--- config.mk ---
export PLATFORM = sky130hd
export DESIGN_NAME = scba_front
export DESIGN_NICKNAME = d
export VERILOG_FILES = /design/src/hw/rtl/scba_pkg.sv /design/src/hw/rtl/scba_front.sv
export SDC_FILE = /design/constraint.sdc
export NUM_CORES = 1
export LEC_CHECK = 0
export BUFFER_PORTS_ARGS = -buffer_cell sky130_fd_sc_hd__clkbuf_2
export CAP_MARGIN = 0
export CELL_PAD_IN_SITES_DETAIL_PLACEMENT = 1
export CELL_PAD_IN_SITES_GLOBAL_PLACEMENT = 1
export CORE_MARGIN = 4
export CORE_UTILIZATION = 16
export DETAILED_ROUTE_END_ITERATION = 10
export GPL_TIMING_DRIVEN = 0
export PLACE_DENSITY_LB_ADDON = 0.1
export SLEW_MARGIN = 10
export SYNTH_ARGS = -nofsm -noshare
export SYNTH_HDL_FRONTEND = slang
export SYNTH_SLANG_ARGS = --single-unit
--- constraint.sdc ---
create_clock -name vclk -period 2.7
set_input_delay 0.405 -clock vclk [all_inputs]
set_output_delay 0.405 -clock vclk [all_outputs]
set_load 0.01 [all_outputs]
--- src/hw/rtl/scba_pkg.sv ---
// Shared types and constants of the size-class block allocator.
// Used by every module under hw/rtl but scba_ram; depends on nothing.
`default_nettype none

package scba_pkg;

  // default geometry (handed down as module parameters)
  localparam int NUM_CLASSES_DEF = 64;
  localparam int ALIGN_BYTES_DEF = 8;
  localparam int CHUNK_BYTES_DEF = 4096;
  localparam int NUM_CHUNKS_DEF  = 64;

  // fixed field widths
  localparam int OPC_W     = 2;
  localparam int BYTES_W   = 16;
  localparam int ADDR_W    = 18;
  localparam int STATUS_W  = 2;
  localparam int CFG_W     = 7;
  localparam int S_TDATA_W = 40;
  localparam int M_TDATA_W = 24;

  // class index field, wide enough for the largest class count
  localparam int CLS_W = 8;

  localparam int QDEPTH = 2;

  localparam logic [CFG_W-1:0] CHUNK_LIMIT_RST = 7'd64;

  typedef enum logic [OPC_W-1:0] {
    OPC_ALLOC   = 2'd0,
    OPC_FREE    = 2'd1,
    OPC_COLLECT = 2'd2
  } opcode_e;

  typedef enum logic [STATUS_W-1:0] {
    STS_DONE      = 2'd0,
    STS_TOO_LARGE = 2'd1,
    STS_NO_CHUNK  = 2'd2
  } status_e;

  // what the back end has to do with a beat
  typedef enum logic [2:0] {
    KIND_NOP,
    KIND_BIG,
    KIND_ALLOC,
    KIND_FREE,
    KIND_COLLECT
  } kind_e;

  typedef enum logic [1:0] {
    BS_IDLE,
    BS_EXEC,
    BS_LINK
  } bstate_e;

  typedef struct packed {
    kind_e             kind;
    logic [CLS_W-1:0]  cls;
    logic [ADDR_W-1:0] addr;
  } cmd_t;

  typedef struct packed {
    logic valid;
    cmd_t cmd;
  } cmd_beat_t;

endpackage

`default_nettype wire

--- src/hw/rtl/scba_front.sv ---
// Front end: takes input beats and decodes them into back-end commands.
// Depends on scba_pkg.
`default_nettype none

module scba_front #(
  parameter int NUM_CLASSES = scba_pkg::NUM_CLASSES_DEF,
  parameter int ALIGN_BYTES = scba_pkg::ALIGN_BYTES_DEF,
  parameter int CHUNK_BYTES = scba_pkg::CHUNK_BYTES_DEF,
  parameter int NUM_CHUNKS  = scba_pkg::NUM_CHUNKS_DEF
) (
  input  wire logic                           s_axis_tvalid_i,
  output logic                                s_axis_tready_o,
  // [15:0] request_bytes, [33:16] free_address, rest zero
  input  wire logic [scba_pkg::S_TDATA_W-1:0] s_axis_tdata_i,
  // [1:0] opcode
  input  wire logic [scba_pkg::OPC_W-1:0]     s_axis_tuser_i,
  input  wire logic                           q_ready_i,
  output scba_pkg::cmd_beat_t                 q_push_o
);

  localparam int AL          = $clog2(ALIGN_BYTES);
  localparam int SMALL_LIMIT = NUM_CLASSES * ALIGN_BYTES;
  localparam int HEAP_BYTES  = NUM_CHUNKS * CHUNK_BYTES;

  logic [scba_pkg::BYTES_W-1:0] bytes;
  logic [scba_pkg::ADDR_W-1:0]  addr;
  logic                         too_large;
  logic                         in_heap;
  logic [scba_pkg::CLS_W-1:0]   cls;
  scba_pkg::kind_e              kind;

  assign bytes = s_axis_tdata_i[scba_pkg::BYTES_W-1:0];
  assign addr  = s_axis_tdata_i[scba_pkg::BYTES_W+scba_pkg::ADDR_W-1:scba_pkg::BYTES_W];

  assign too_large = 32'(bytes) > SMALL_LIMIT;
  assign in_heap   = 32'(addr) < HEAP_BYTES;
  // size zero shares class 0 with the smallest blocks
  assign cls = (bytes == '0) ? '0 : scba_pkg::CLS_W'((bytes - 16'd1) >> AL);

  always_comb begin
    unique case (scba_pkg::opcode_e'(s_axis_tuser_i))
      scba_pkg::OPC_ALLOC:   kind = too_large ? scba_pkg::KIND_BIG : scba_pkg::KIND_ALLOC;
      scba_pkg::OPC_FREE: begin
        if (too_large) begin
          kind = scba_pkg::KIND_BIG;
        end else if (in_heap) begin
          kind = scba_pkg::KIND_FREE;
        end else begin
          kind = scba_pkg::KIND_NOP;
        end
      end
      scba_pkg::OPC_COLLECT: kind = scba_pkg::KIND_COLLECT;
      default:               kind = scba_pkg::KIND_NOP;
    endcase
  end

  assign q_push_o.valid    = s_axis_tvalid_i;
  assign q_push_o.cmd.kind = kind;
  assign q_push_o.cmd.cls  = cls;
  assign q_push_o.cmd.addr = addr;
  assign s_axis_tready_o   = q_ready_i;

endmodule

`default_nettype wire

# --- After elaboration in Yosys (flattened, before gate mapping) ---
# Index checks and enable logic that the tools add are counted.
totals:
  regBits: 0
  in_bits: 44
  elab_cells: 10
op_classes:
  add_sub_neg: 1
  magnitude_cmp: 1
  eq_ne: 2
  n_mux: 4
  reduce_logical: 2
op_table:
  columns: ["operator", "n"]
  rows:
  - ["16-bit by 10-bit > comparator with 1-bit output, second input constant", 1]
  - ["16-bit zero test", 1]
  - ["11-bit by 1-bit subtractor with 11-bit output, second input constant", 1]
  - ["3-bit one-hot mux with 3 select lines", 1]
  - ["8-bit two-way mux", 1]
  - ["2-bit two-way mux", 2]
  - ["2-bit by 1-bit == test with 1-bit output, second input constant", 1]
  - ["2-bit == test, second input constant", 1]
  - ["2-bit zero test", 1]

# --- Depth between registers and ports, before layout ---
logic_depth:
  word_depth: 3
  mapped_depth: 4
  depth_no_buf: 3

# --- Worst setup path after synthesis ---
# OpenSTA, ideal clock, no wires.
synth_path:
  path_type: "input port to output port"
  from: "in s_axis_tdata_i[3] (netlist bit)"
  to: "out q_push_o[24] (netlist bit)"
  arrival_time_ns: 1.722
  t_required_ns: 2.295
  setup_slack_ns: 0.573
  cell_stages: 3
  cell_sequence: "or4_4 or4_4 o21ai_0"
synth_lines:
  columns: ["element", "line", "text"]
  rows:
  - ["start: declaration", "scba_front.sv:14", "input wire logic [scba_pkg::S_TDATA_W-1:0] s_axis_tdata_i,"]
  - ["end: declaration", "scba_front.sv:18", "output scba_pkg::cmd_beat_t q_push_o"]

==> impl_metrics.tcl <==
set metrics [dict create \
    run_status "completed" \
    timing.max_slew.rel_slack 0.610 \
    yosys.cell_types.count 21 \
    dp.final_hpwl_um 1360 \
    finalSetupTns_ps 0 \
    synthMostInstantiatedCell "buf_4" \
    setup.worst_path.start "s_axis_tdata_i[3]" \
    cp_slowest_stage_delay_ps 550 \
    clock_buffers 0 \
    fin_area_um2 668 \
    area_of_the_core_um2 2250 \
    multiplexer_area_fraction_after_synthesis 0.0258 \
    drt_wl_total_um 1470 \
    synth_warnings 0 \
    drt.antenna.violating_nets 0 \
    antenna_cells_inserted 0 \
    timing_worst_setup_path_type "input pin to primary output" \
    worstPathCellList "clkbuf_2, or4_4, buf_2, o31ai_1, and3b_1, clkbuf_2" \
    mappedNetlistArea_um2 388 \
    seq_cell_count 0 \
    post_cts_resize_count 0 \
    first_global_vias 506 \
    startpoint_type "input pin" \
    numPortBuffers 49 \
    synthesized_area_fraction_occupied_by_adder_cells 0 \
    endpoint "q_push_o[27]" \
    post_route_cells_drive_above_1_share 0.745 \
    peak_clock_frequency_supported_by_timing_mhz 428 \
    cts_post_setup_buffers_inserted 0 \
    total_leakage_power_nw 0.378 \
    grt_setup_unrepaired "no" \
    floorplan.die.width_um 57.2 \
    drt_drc_violations_left 0 \
    synth_top_area_frac 0.387 \
    start_util 0.172 \
    globalplace.congestion 0.657 \
    final-seq-area_um2 0 \
    worst_ep_arrival_time_ps 1930 \
    final-setup-viol-count 0 \
    timing.final.max_slew_violations 0 \
    cp_slowest_cell "or4_4" \
    yosysSeqAreaShare 0 \
    synth-simple-area-share 0.281 \
    timing.critical_path.required_ps 2300 \
    cts_hold_buffers 0 \
    path_max_fanout 10 \
    area_delta_synth_final_pct 72.3 \
    synthTopCellsByArea "buf_4 39%, or4_4 8.7%, a22oi_1 7.7%, o31ai_1 7.7%, o21ai_0 5.2%" \
    place_area_um2 668 \
    detailroute.via_count 564 \
    ys_top_cells_by_count "20 x buf_4, 4 x a22oi_1, 4 x o21ai_0, 4 x o31ai_1, 3 x or4_4" \
    postSynthCellCount 53 \
    worstMarginPinSlew_ps 581 \
    compound_gate_fraction_of_synth_area 0.261 \
    cp_endpoint_kind "primary output" \
    final_net_count 148 \
    cell_taking_the_most_area_after_synthesis "buf_4" \
    min_period_ps 2340 \
    grt_max_degree 11 \
    grt.total_usage 0.0765 \
    grt-ovfl-total 0 \
    synth.avg_cell_area_um2 7.32 \
    timing_hold_violations_final 0 \
    post-route-period-util 0.866 \
    mappedNetlistNets 97 \
    synth_top_family_by_area "buffers and inverters" \
    number_of_fill_cells_in_the_layout 303 \
    hold_path_class "input pin to primary output" \
    post_synth_xor_area_fraction 0.0226 \
    num_rows 17 \
    floorplan.die_area_um2 3280 \
    antenna_found_initial 0 \
    post_drt_via_cell_ratio 4.34 \
    powerDensity_nw_per_um2 138 \
    drt_iter0_drc 1 \
    critPathMostFrequentCell "clkbuf_2" \
    dr.pass1.iters 3 \
    drv.max_cap_violation_count 0 \
    max-vdd-ir-drop_uv 44.1 \
    io-pin-count 75 \
    die_h_um 57.2 \
    wl_per_cell_um 11.3 \
    first_pass_grt_wire_length_um 2160 \
]
-- power by group --
part	switching [mW]	total, mW	internal, mW
Sequential	0	0	0
Combinational	0.0414	0.0924	0.0510
Clock	0	0	0
-- layout make-up --
cell class	count	area (um2)	share of cell area
multi-input combinational	31	229	0.343
buffer	21	155	0.232
tap	28	35.0	0.0524
inverter	1	3.75	0.00562
timing repair buffer	49	245	0.367
-- worst max-delay path: cells and delay by family --
kind	cells	cell delay, ps
simple gates	2	770
buf+inv	3	420
compound gates	1	350
-- per-layer routing --
metal | GRT usage | routed length, um
met1 | 0.0814 | 515
met2 | 0.160 | 730
met3 | 0.0158 | 220
met4 | 0 | 0
met5 | 0 | 0
-- placed cells by master (no fill, tap or decap), types with 2 or more instances in the layout --
cell type / n
o21ai_0: 4
clkbuf_2: 49
or4_4: 3
or4_1: 2
nor2_1: 2
buf_4: 20
o31ai_1: 4
a22oi_1: 4
-- per-stage QoR --
stage / util / hold slack (ps) / power [mW] / worst slack [ps] / instances
floorplan: - / 854 / 0.0504 / 573 / 53
global placement: 0.296 / 1000 / 0.0926 / 342 / 130
detailed placement: 0.296 / 1000 / 0.0941 / 335 / 130
CTS: 0.296 / 1000 / 0.0943 / 337 / 130
global route: 0.296 / 1000 / 0.101 / 257 / 130
finish: 0.296 / 997 / 0.0924 / 362 / 130
-- worst min path at each step --
stage	from	endpoint	slack [ps]	cells after the start
global route	s_axis_tdata_i[21]	q_push_o[5]	1000	2
detailed placement	s_axis_tdata_i[24]	q_push_o[8]	1000	2
CTS	s_axis_tdata_i[31]	q_push_o[15]	1000	2
floorplan	s_axis_tuser_i[1]	q_push_o[26]	850	1
finish	s_axis_tdata_i[31]	q_push_o[15]	1000	2
global placement	s_axis_tdata_i[20]	q_push_o[4]	1000	2
-- kinds of logic (layout without fill, tap and decap cells) --
logic type	after synthesis	count (layout)
AO/OA/AOI/OAI	15	15
XOR/XNOR	1	1
buffers and inverters	22	71
multiplexers	1	1
AND/OR/NAND/NOR	14	14
No activity file was read; power rests on OpenSTA's default activity.
