==> config.mk <==
export PLATFORM = sky130hd
export DESIGN_NAME = scba_cmd_queue
export DESIGN_NICKNAME = d
export VERILOG_FILES = /design/src/hw/rtl/scba_pkg.sv /design/src/hw/rtl/scba_cmd_queue.sv
export SDC_FILE = /design/constraint.sdc
export NUM_CORES = 1
export LEC_CHECK = 0
export ABC_AREA = 1
export BUFFER_PORTS_ARGS = -buffer_cell sky130_fd_sc_hd__clkbuf_2
export CORE_MARGIN = 8
export CORE_UTILIZATION = 50
export DETAILED_ROUTE_END_ITERATION = 16
export HOLD_SLACK_MARGIN = 0.1
export PLACE_DENSITY = 0.86
export SETUP_SLACK_MARGIN = 0.1
export SYNTH_ARGS = -nofsm -noshare
export SYNTH_HDL_FRONTEND = slang
export SYNTH_SLANG_ARGS = --single-unit
==> constraint.sdc <==
create_clock -name clk_i -period 3.1 [get_ports clk_i]
set_input_delay 0.155 -clock clk_i [delete_from_list [all_inputs] [get_ports clk_i]]
set_output_delay 0.155 -clock clk_i [all_outputs]
set_load 0.05 [all_outputs]
==> src/hw/rtl/scba_pkg.sv <==
// Shared types and constants of the size-class block allocator.
// Used by every module under hw/rtl but scba_ram; depends on nothing.
`default_nettype none

package scba_pkg;

  // default geometry (handed down as module parameters)
  localparam int NUM_CLASSES_DEF = 64;
  localparam int ALIGN_BYTES_DEF = 8;
  localparam int CHUNK_BYTES_DEF = 4096;
  localparam int NUM_CHUNKS_DEF  = 64;

  // fixed field widths
  localparam int OPC_W     = 2;
  localparam int BYTES_W   = 16;
  localparam int ADDR_W    = 18;
  localparam int STATUS_W  = 2;
  localparam int CFG_W     = 7;
  localparam int S_TDATA_W = 40;
  localparam int M_TDATA_W = 24;

  // class index field, wide enough for the largest class count
  localparam int CLS_W = 8;

  localparam int QDEPTH = 2;

  localparam logic [CFG_W-1:0] CHUNK_LIMIT_RST = 7'd64;

  typedef enum logic [OPC_W-1:0] {
    OPC_ALLOC   = 2'd0,
    OPC_FREE    = 2'd1,
    OPC_COLLECT = 2'd2
  } opcode_e;

  typedef enum logic [STATUS_W-1:0] {
    STS_DONE      = 2'd0,
    STS_TOO_LARGE = 2'd1,
    STS_NO_CHUNK  = 2'd2
  } status_e;

  // what the back end has to do with a beat
  typedef enum logic [2:0] {
    KIND_NOP,
    KIND_BIG,
    KIND_ALLOC,
    KIND_FREE,
    KIND_COLLECT
  } kind_e;

  typedef enum logic [1:0] {
    BS_IDLE,
    BS_EXEC,
    BS_LINK
  } bstate_e;

  typedef struct packed {
    kind_e             kind;
    logic [CLS_W-1:0]  cls;
    logic [ADDR_W-1:0] addr;
  } cmd_t;

  typedef struct packed {
    logic valid;
    cmd_t cmd;
  } cmd_beat_t;

endpackage

`default_nettype wire

==> src/hw/rtl/scba_cmd_queue.sv <==
// Short command queue between front end and back end.
// Depends on scba_pkg.
`default_nettype none

module scba_cmd_queue (
  input  wire logic                clk_i,
  input  wire logic                rst_ni,
  input  wire scba_pkg::cmd_beat_t push_i,
  output logic                     push_ready_o,
  output scba_pkg::cmd_beat_t      head_o,
  input  wire logic                pop_i
);

  localparam int QAW = $clog2(scba_pkg::QDEPTH);
  localparam int CW  = $clog2(scba_pkg::QDEPTH + 1);

  scba_pkg::cmd_t slot_q [scba_pkg::QDEPTH];
  logic [QAW-1:0] wr_q, wr_d, rd_q, rd_d;
  logic [CW-1:0]  cnt_q, cnt_d;
  logic           push;

  assign push_ready_o = cnt_q != CW'(scba_pkg::QDEPTH);
  assign push         = push_i.valid && push_ready_o;
  assign head_o.valid = cnt_q != '0;
  assign head_o.cmd   = slot_q[rd_q];

  always_comb begin
    wr_d  = wr_q;
    rd_d  = rd_q;
    cnt_d = cnt_q;
    if (push) begin
      wr_d = (wr_q == QAW'(scba_pkg::QDEPTH - 1)) ? '0 : wr_q + 1'b1;
    end
    if (pop_i) begin
      rd_d = (rd_q == QAW'(scba_pkg::QDEPTH - 1)) ? '0 : rd_q + 1'b1;
    end
    if (push && !pop_i) begin
      cnt_d = cnt_q + 1'b1;
    end else if (!push && pop_i) begin
      cnt_d = cnt_q - 1'b1;
    end
  end

  always_ff @(posedge clk_i or negedge rst_ni) begin
    if (!rst_ni) begin
      wr_q  <= '0;
      rd_q  <= '0;
      cnt_q <= '0;
    end else begin
      wr_q  <= wr_d;
      rd_q  <= rd_d;
      cnt_q <= cnt_d;
    end
  end

  always_ff @(posedge clk_i) begin
    if (push) begin
      slot_q[wr_q] <= push_i.cmd;
    end
  end

endmodule

`default_nettype wire

=== Yosys cells after proc, flatten, opt, wreduce, memory -nomap -nowiden ===
Memory sizes are Yosys's and may differ from the RTL's.
Index checks and enable logic that the tools add are counted.

* Register bits: 4
* Memory bits (writable): 58
* Input port bits: 33
* Output and inout port bits: 31
* Memories kept: 1

{| class="wikitable"
|+ Memory list
! memory !! depth !! width !! rd ports !! clocked after memory_dff !! wr ports !! line !! RTL
|-
| slot_q || 2 || 29 || 1 || 0 || 1 || scba_cmd_queue.sv:17 || <nowiki>scba_pkg::cmd_t slot_q [scba_pkg::QDEPTH];</nowiki>
|}

* Add/subtract/negate cells: 4
* Eq/ne operators: 1
* Mux-type cells: 6
* Reductions and logical operators: 7

{| class="wikitable"
|+ Operator list
! operator !! count
|-
| $mux 1 || 4
|-
| $mux 2 || 2
|-
| $reduce_bool 2->1 || 2
|-
| $logic_and 1x1->1 || 3
|-
| $add 1x1->1 const B || 2
|-
| $add 2x1->2 const B || 1
|-
| $logic_not 1->1 || 2
|-
| $ne 2x2->1 const B || 1
|-
| $sub 2x1->2 const B || 1
|}

=== Depth between registers and ports, before layout ===
Gate-level depths: netlist of the first run.

* Depth in word-level cells: 6
* Gate-level depth with buffers: 10

=== Least setup slack after synthesis of the first run ===
OpenSTA, ideal clock, no wires.

* Path kind: flip-flop to flip-flop
* Start point: reg cnt_q[0]
* End point: mem slot_q[0][0] (netlist bit), enable pin
* Library setup time: 0.415 ns
* Arrival time: 2.249 ns
* Data required time: 2.685 ns
* Setup slack: 0.436 ns
* Cell stages (with the launch flop): 5
* Clock period less this slack: 2.664 ns
* Cells stage by stage: dfrtp_1 -> inv_1 -> nand2_1 -> nand2_1 -> nor2_1

* Word-level cells in the longest chain between the ends: 4

{| class="wikitable"
|+ RTL lines
! item !! line !! RTL
|-
| start: declaration || scba_cmd_queue.sv:19 || <nowiki>logic [CW-1:0] cnt_q, cnt_d;</nowiki>
|-
| start signal: assignment || scba_cmd_queue.sv:52 || <nowiki>cnt_q <= cnt_d;</nowiki>
|-
| $ne 2x2->1 || scba_cmd_queue.sv:22 || <nowiki>assign push_ready_o = cnt_q != CW'(scba_pkg::QDEPTH);</nowiki>
|-
| net push_ready_o || scba_cmd_queue.sv:9 || <nowiki>output logic push_ready_o,</nowiki>
|-
| $logic_and 1x1->1 || scba_cmd_queue.sv:23 || <nowiki>assign push = push_i.valid && push_ready_o;</nowiki>
|-
| $mux 1 || scba_cmd_queue.sv:57 || <nowiki>if (push) begin</nowiki>
|-
| $mux 1 (not written as such) || scba_cmd_queue.sv:58 || <nowiki>slot_q[wr_q] <= push_i.cmd;</nowiki>
|-
| end: declaration || scba_cmd_queue.sv:17 ||
|}

The timed path passes the listed nets, and every way through them passes these cells.

==> results of run 1 <==
-- worst max path at each step --
| stage | end | slack, ps | cells past startpoint |
|---|---|---|---|
| global placement | head_o[11] | 1360 | 2 |
| finish | head_o[11] | 1020 | 2 |
| global route | head_o[11] | 930 | 2 |
| CTS | head_o[11] | 1000 | 2 |
| detailed placement | slot_q[1][16] | 1330 | 5 |
| floorplan | slot_q[0][0] | 440 | 4 |
-- flip-flops by register name, summed over array words and instances, names as in the netlist --
register  flops
cnt_q         2
rd_q          1
slot_q       58
wr_q          1
-- critical path, stage by stage, from the launching register on --
cell and delay [ps]:
dfrtp_2 980, mux2_4 370, clkbuf_2 240
-- cell usage after synthesis (all sizes together) --
cell type	n	area, µm²
xor2	2	17.5
nand2	7	26.3
xnor2	1	8.76
inv	7	26.3
ha	1	12.5
edfxtp	58	1740
nand4	1	6.26
dfrtp	4	100
mux2	29	435
nor2	2	7.51
buf	3	33.8
nand3	1	5.00
-- power by group --
| part | internal (µW) | switching, µW |
|---|---|---|
| registers | 1150 | 159 |
| logic | 492 | 933 |
| clock network | 279 | 260 |
-- per-layer routing --
layer / up-vias / GRT usage / part of all wire
li1: 642 / - / -
met1: 622 / 0.136 / 0.42
met2: 40 / 0.209 / 0.51
met3: 4 / 0.0458 / 0.059
met4: 0 / 0.0573 / 0.0075
met5: - / 0 / 0
-- cell type report --
class | instances | area (µm²) | area share
Inverter | 7 | 26.3 | 0.00809
Multi-Input combinational cell | 44 | 524 | 0.161
Clock buffer | 12 | 135 | 0.0416
Timing Repair Buffer | 96 | 641 | 0.197
Tap cell | 54 | 67.6 | 0.0208
Clock inverter | 3 | 12.5 | 0.00385
Sequential cell | 62 | 1840 | 0.567
-- cells by family after synthesis --
| group | after synthesis | synth area share |
|---|---|---|
| flops | 62 | 0.761 |
| mux | 29 | 0.180 |
| simple gates | 11 | 0.0186 |
| buf+inv | 10 | 0.0248 |
| xor+xnor | 3 | 0.0109 |
| fa+ha+maj | 1 | 0.00517 |
-- per-stage QoR --
stage               utilization  worst slack [ps]  cell area (µm²)
global route              0.693               932             3250
detailed placement        0.595              1330             2790
CTS                       0.693               997             3250
floorplan                     -               436             2420
finish                    0.693              1020             3250
global placement          0.595              1360             2790
-- repair_timing --
item / in CTS / in global routing
hold endpoints to repair: 63 / 0
hold buffers: 31 / 0
setup buffers: 0 / 0
==> summary.txt, run 1 <==
Status
  – Outcome: completed

GRT
  – First-pass GRT wire length: 6910 µm
  – Initial antenna violation count: 0
  – GR Overflow Total: 0
  – Largest net degree at the start of global routing: 31
  – GRT Util Overall: 0.124
  – Number of global-route vias before repair: 1465

Clocking
  – Worst-path clk slew: 60 ps
  – TritonCTS clock tree: done
  – CTS-repair resized insts: 0
  – Max H-tree Level: 3
  – CTS Sinks: 62
  – Clock latency at the later pin of the worst-skew pair: 310 ps
  – CTS buffer count: 9
  – CTS root buf: clkbuf_8
  – CTS Buffer Depth: 2

Logic synthesis
  – Post-synthesis sequential area ratio: 0.761
  – Syn avg cell area: 20.9 µm²
  – Netlist cell types: 12
  – Syn Inst Count: 116
  – YS warnings: 0
  – Synth Register Bits: 62
  – Syn nets: 150
  – Post-Syn Area: 2420 µm²

Drt
  – Detailed router's first-iteration violation count: 48
  – # DRC: 0
  – Drt total wl: 4290 µm
  – Mean routed wirelength per cell: 15.4 µm
  – Vias/cell: 4.71
  – Via count: 1308
  – Drt first pass iters: 4
  – ANT nets after route: 0

Worst setup path
  – Worst R2R End: slot_q[1][23]
  – Reg-to-reg startpoint: cnt_q[0]
  – Startpoint types: flop
  – CP Class: flop to output pin
  – Worst EP required: 2940 ps
  – R2R Setup Slk: 1350 ps
  – Critical path startpoint: rd_q
  – Worst setup EP type: output pin
  – Reg2reg path depth: 5
  – WP data arrival: 1920 ps
  – Critical Path Fanout Max: 30

Pwr
  – Max IR drop VDD: 0.000755 V
  – Power per Cell Area: 1010 nW/µm²
  – Leak pwr: 0.00138 µW
  – Pwr Total: 3270 µW

Floorplan
  – # IOs: 64
  – Starting Density: 0.516
  – Die Wd: 85.6 µm
  – Die ar.: 7320 µm²
  – Die Height: 85.6 µm
  – # rows: 25
  – Core ar.: 4690 µm²

Finish
  – Non-Filler Instances: 278
  – N_diodes: 0
  – Most frequent cells in the layout: clkbuf_2 (63), edfxtp_1 (58), dlygate4sd3_1 (31), mux2_4 (29), clkbuf_8 (9)
  – Nets: 254
  – Fraction of layout cells with a size suffix above 1: 0.478
  – Area grow syn2layout: 34.2%
  – Commonest non-fill, non-tap cell in the layout: clkbuf_2
  – Fillers: 308

Timing
  – Fmax: 482 MHz
  – Max Clock Skew: 7.51 ps
  – Setup Total Neg Slack: 0 ps
  – Post-Route Hold Slack: 188 ps
  – Final Setup Violations: 0
  – Tightest Pin Transition: 938 ps
  – RSZ-0062 raised after global routing: false
  – Final Hold Viols: 0
  – Max_slew headroom: 0.375
  – Final min period: 2080 ps
  – Fin crit share: 0.670
  – Slew Viols, Final: 0

Place
  – Port bufs: 63
  – Hpwl dp: 2920 µm
  – GPL Wtd Cong: 0.663
  – Placed cells: 232

Hold path
  – Worst Hold Class: primary input to async pin

Run
  – # Max-Cap Violations: 0
(Power assumes the default switching activity.)
==> run 2, diff against run 1 <==
--- a/config.mk
+++ b/config.mk
@@ -5,7 +5,7 @@
 export SDC_FILE = /design/constraint.sdc
 export NUM_CORES = 1
 export LEC_CHECK = 0
-export ABC_AREA = 1
+export ABC_AREA = 0
 export BUFFER_PORTS_ARGS = -buffer_cell sky130_fd_sc_hd__clkbuf_2
 export CORE_MARGIN = 8
 export CORE_UTILIZATION = 50
==> constraint.sdc (replaced) <==
create_clock -name clk_i -period 2.1 [get_ports clk_i]
set_input_delay 0.105 -clock clk_i [delete_from_list [all_inputs] [get_ports clk_i]]
set_output_delay 0.105 -clock clk_i [all_outputs]
set_load 0.05 [all_outputs]
==> run 2 against run 1 <==
  * Worst hold slack got worse by 70 ps
  * Non-clock buffer count increased by 2
  * Final cell count decreased by 1.8%
  * Largest cell class unchanged
==> summary.txt, run 2 <==
Status
  – Outcome: completed

Logic synthesis
  – YS warnings: 0
  – Synth area leader: edfxtp_1
  – Fraction of registers with async set/reset: 0.0645
  – Synth cell count leaders: edfxtp_1 (58), mux2_4 (29), dfrtp_1 (4)
  – Synth Register Bits: 62
  – Post-synthesis sequential area ratio: 0.763
  – Ys flop type: edfxtp_1
  – Post-Syn Area: 2410 µm²
  – Netlist cell types: 13
  – Syn avg cell area: 22.3 µm²
  – Cell with the most instances after synthesis: edfxtp_1
  – Syn nets: 142
  – Top-area cell type share of the netlist area: 0.722
  – Syn Inst Count: 108
  – Synth top area cells: edfxtp_1 (72%), mux2_4 (18%), dfrtp_1 (4.1%)
  – EDFF count, synth: 58

Drt
  – Mean routed wirelength per cell: 17.4 µm
  – # DRC: 0
  – Vias/cell: 4.85
  – Via count: 1324
  – Drt first pass iters: 4
  – Detailed router's first-iteration violation count: 89
  – ANT nets after route: 0
  – Drt total wl: 4760 µm

Finish
  – Regs by FF count: slot_q: 58 flops, cnt_q: 2 flops
  – Area of the multi-input gates: 532 µm²
  – Non-Filler Instances: 273
  – Top reg by flops: slot_q
  – Nets: 248
  – Area grow syn2layout: 36.9%
  – Most frequent cells in the layout: clkbuf_2 (63), edfxtp_1 (58), dlygate4sd3_1 (32), mux2_4 (29), clkbuf_8 (9)
  – Sequential cell area: 1840 µm²
  – N_diodes: 0
  – Fillers: 292
  – Number of flip-flops in the largest register: 58
  – Commonest non-fill, non-tap cell in the layout: clkbuf_2
  – Fraction of layout cells with a size suffix above 1: 0.507

Timing
  – Tightest Pin Transition: 392 ps
  – Final Hold Viols: 0
  – Slew Viols, Final: 0
  – Final Setup Violations: 0
  – Max Clock Skew: 10.6 ps
  – Setup Total Neg Slack: 0 ps
  – RSZ-0062 raised after global routing: false
  – Max_slew headroom: 0.738
  – Fmax: 607 MHz
  – Final min period: 1650 ps
  – Fin crit share: 0.785

GRT
  – Number of global-route vias before repair: 1469
  – Initial antenna violation count: 0
  – GR Overflow Total: 0
  – GRT Util Overall: 0.141
  – First-pass GRT wire length: 7530 µm
  – Largest net degree at the start of global routing: 31

Worst setup path
  – Slowest CP cell: dfrtp_2
  – WP buf/inv: 2
  – WP data arrival: 1540 ps
  – CP Cell Sequence: buf_12, mux2_4, clkbuf_2
  – CP top delay family: buffers and inverters
  – Worst EP required: 2000 ps
  – Max incr delay on CP: 380 ps
  – Worst setup EP type: output pin
  – Startpoint types: flop
  – R2R Setup Slk: 620 ps
  – Critical Path Fanout Max: 30
  – CP Class: flop to output pin

Floorplan
  – Die Wd: 85.5 µm
  – Die Height: 85.5 µm
  – # rows: 25
  – # IOs: 64
  – Core ar.: 4690 µm²
  – Die ar.: 7300 µm²
  – Starting Density: 0.514

Pwr
  – Power share of the sequential group: 0.355
  – P_int: 3010 µW
  – Leak pwr: 0.00139 µW
  – Max IR drop VDD: 0.000805 V
  – Switch Pwr: 2090 µW
  – Clock power share: 0.192
  – Sw Share: 0.410
  – Pwr Total: 5090 µW
  – Power per Cell Area: 1540 nW/µm²
  – Gate power share: 0.453

Clocking
  – CTS Buffer Depth: 2
  – Clock latency at the later pin of the worst-skew pair: 340 ps
  – CTS Sinks: 62
  – Max H-tree Level: 3
  – CTS buffer count: 9
  – CTS root buf: clkbuf_8
  – Worst-path clk slew: 60 ps
  – TritonCTS clock tree: done

Run
  – # Max-Cap Violations: 0

Place
  – Placed cells: 225
  – Port bufs: 63
  – GPL Wtd Cong: 0.671

Hold path
  – Worst Hold Class: primary input to async pin
run 2: layout make-up:
class,instances,share of cell area
flip-flops and latches,62,0.558
multi-input cells,41,0.161
clock buffers,11,0.0398
repair buffers,98,0.203
well taps,54,0.0205
inverters,2,0.00227
clock inverters,5,0.0152
run 2: path summary, 6_finish.rpt:
| path | depth (start not counted) | from | to |
|---|---|---|---|
| max in group asynchronous | 2 | rst_ni | rd_q |
| worst max-delay path | 3 | rd_q | head_o[5] |
| worst max register to register | 4 | cnt_q[0] | slot_q[0][10] |
| worst min register to register | 1 | wr_q | wr_q |
| min in group clk_i | 2 | push_i[1] | slot_q[0][1] |
| worst min-delay path | 2 | rst_ni | wr_q |
run 2: per-stage QoR:
stage               hold slack [ps]  area [µm²]  worst slack, ps  utilization
floorplan                      -191        2410              169            -
global placement              -85.7        2800              703        0.597
detailed placement            -81.5        2800              635        0.597
CTS                             106        3300              427        0.704
global route                    125        3300              395        0.704
finish                          118        3300              452        0.704
run 2: routing by layer:
layer / global-route usage / vias up / part of all wire
li1: - / 628 / -
met1: 0.144 / 633 / 0.37
met5: 0 / - / 0
met4: 0.0971 / 0 / 0.026
met3: 0.0550 / 11 / 0.072
met2: 0.233 / 52 / 0.53
run 2: cells by family after synthesis:
| logic type | share of synthesized area |
|---|---|
| multiplexers | 0.180 |
| adder cells (fa/ha/maj) | 0.00519 |
| XOR/XNOR | 0.0182 |
| flip-flops | 0.763 |
| AND/OR/NAND/NOR | 0.0156 |
| buffers and inverters | 0.0171 |
run 2: power groups by stage:
stage	sequential, µW	combinational (µW)	clock, µW
after detailed placement	1830	2270	0
after CTS	1810	2320	995
after global routing	1830	2410	1060
final	1810	2310	979
after global placement	1810	2230	0
after floorplan	1810	1870	0
run 2: timing repair:
action	in CTS	in global routing
buffers inserted	0	0
endpoints found under the setup margin	0	0
hold endpoints to repair	64	0
hold buffers	32	0
resized for setup	0	0
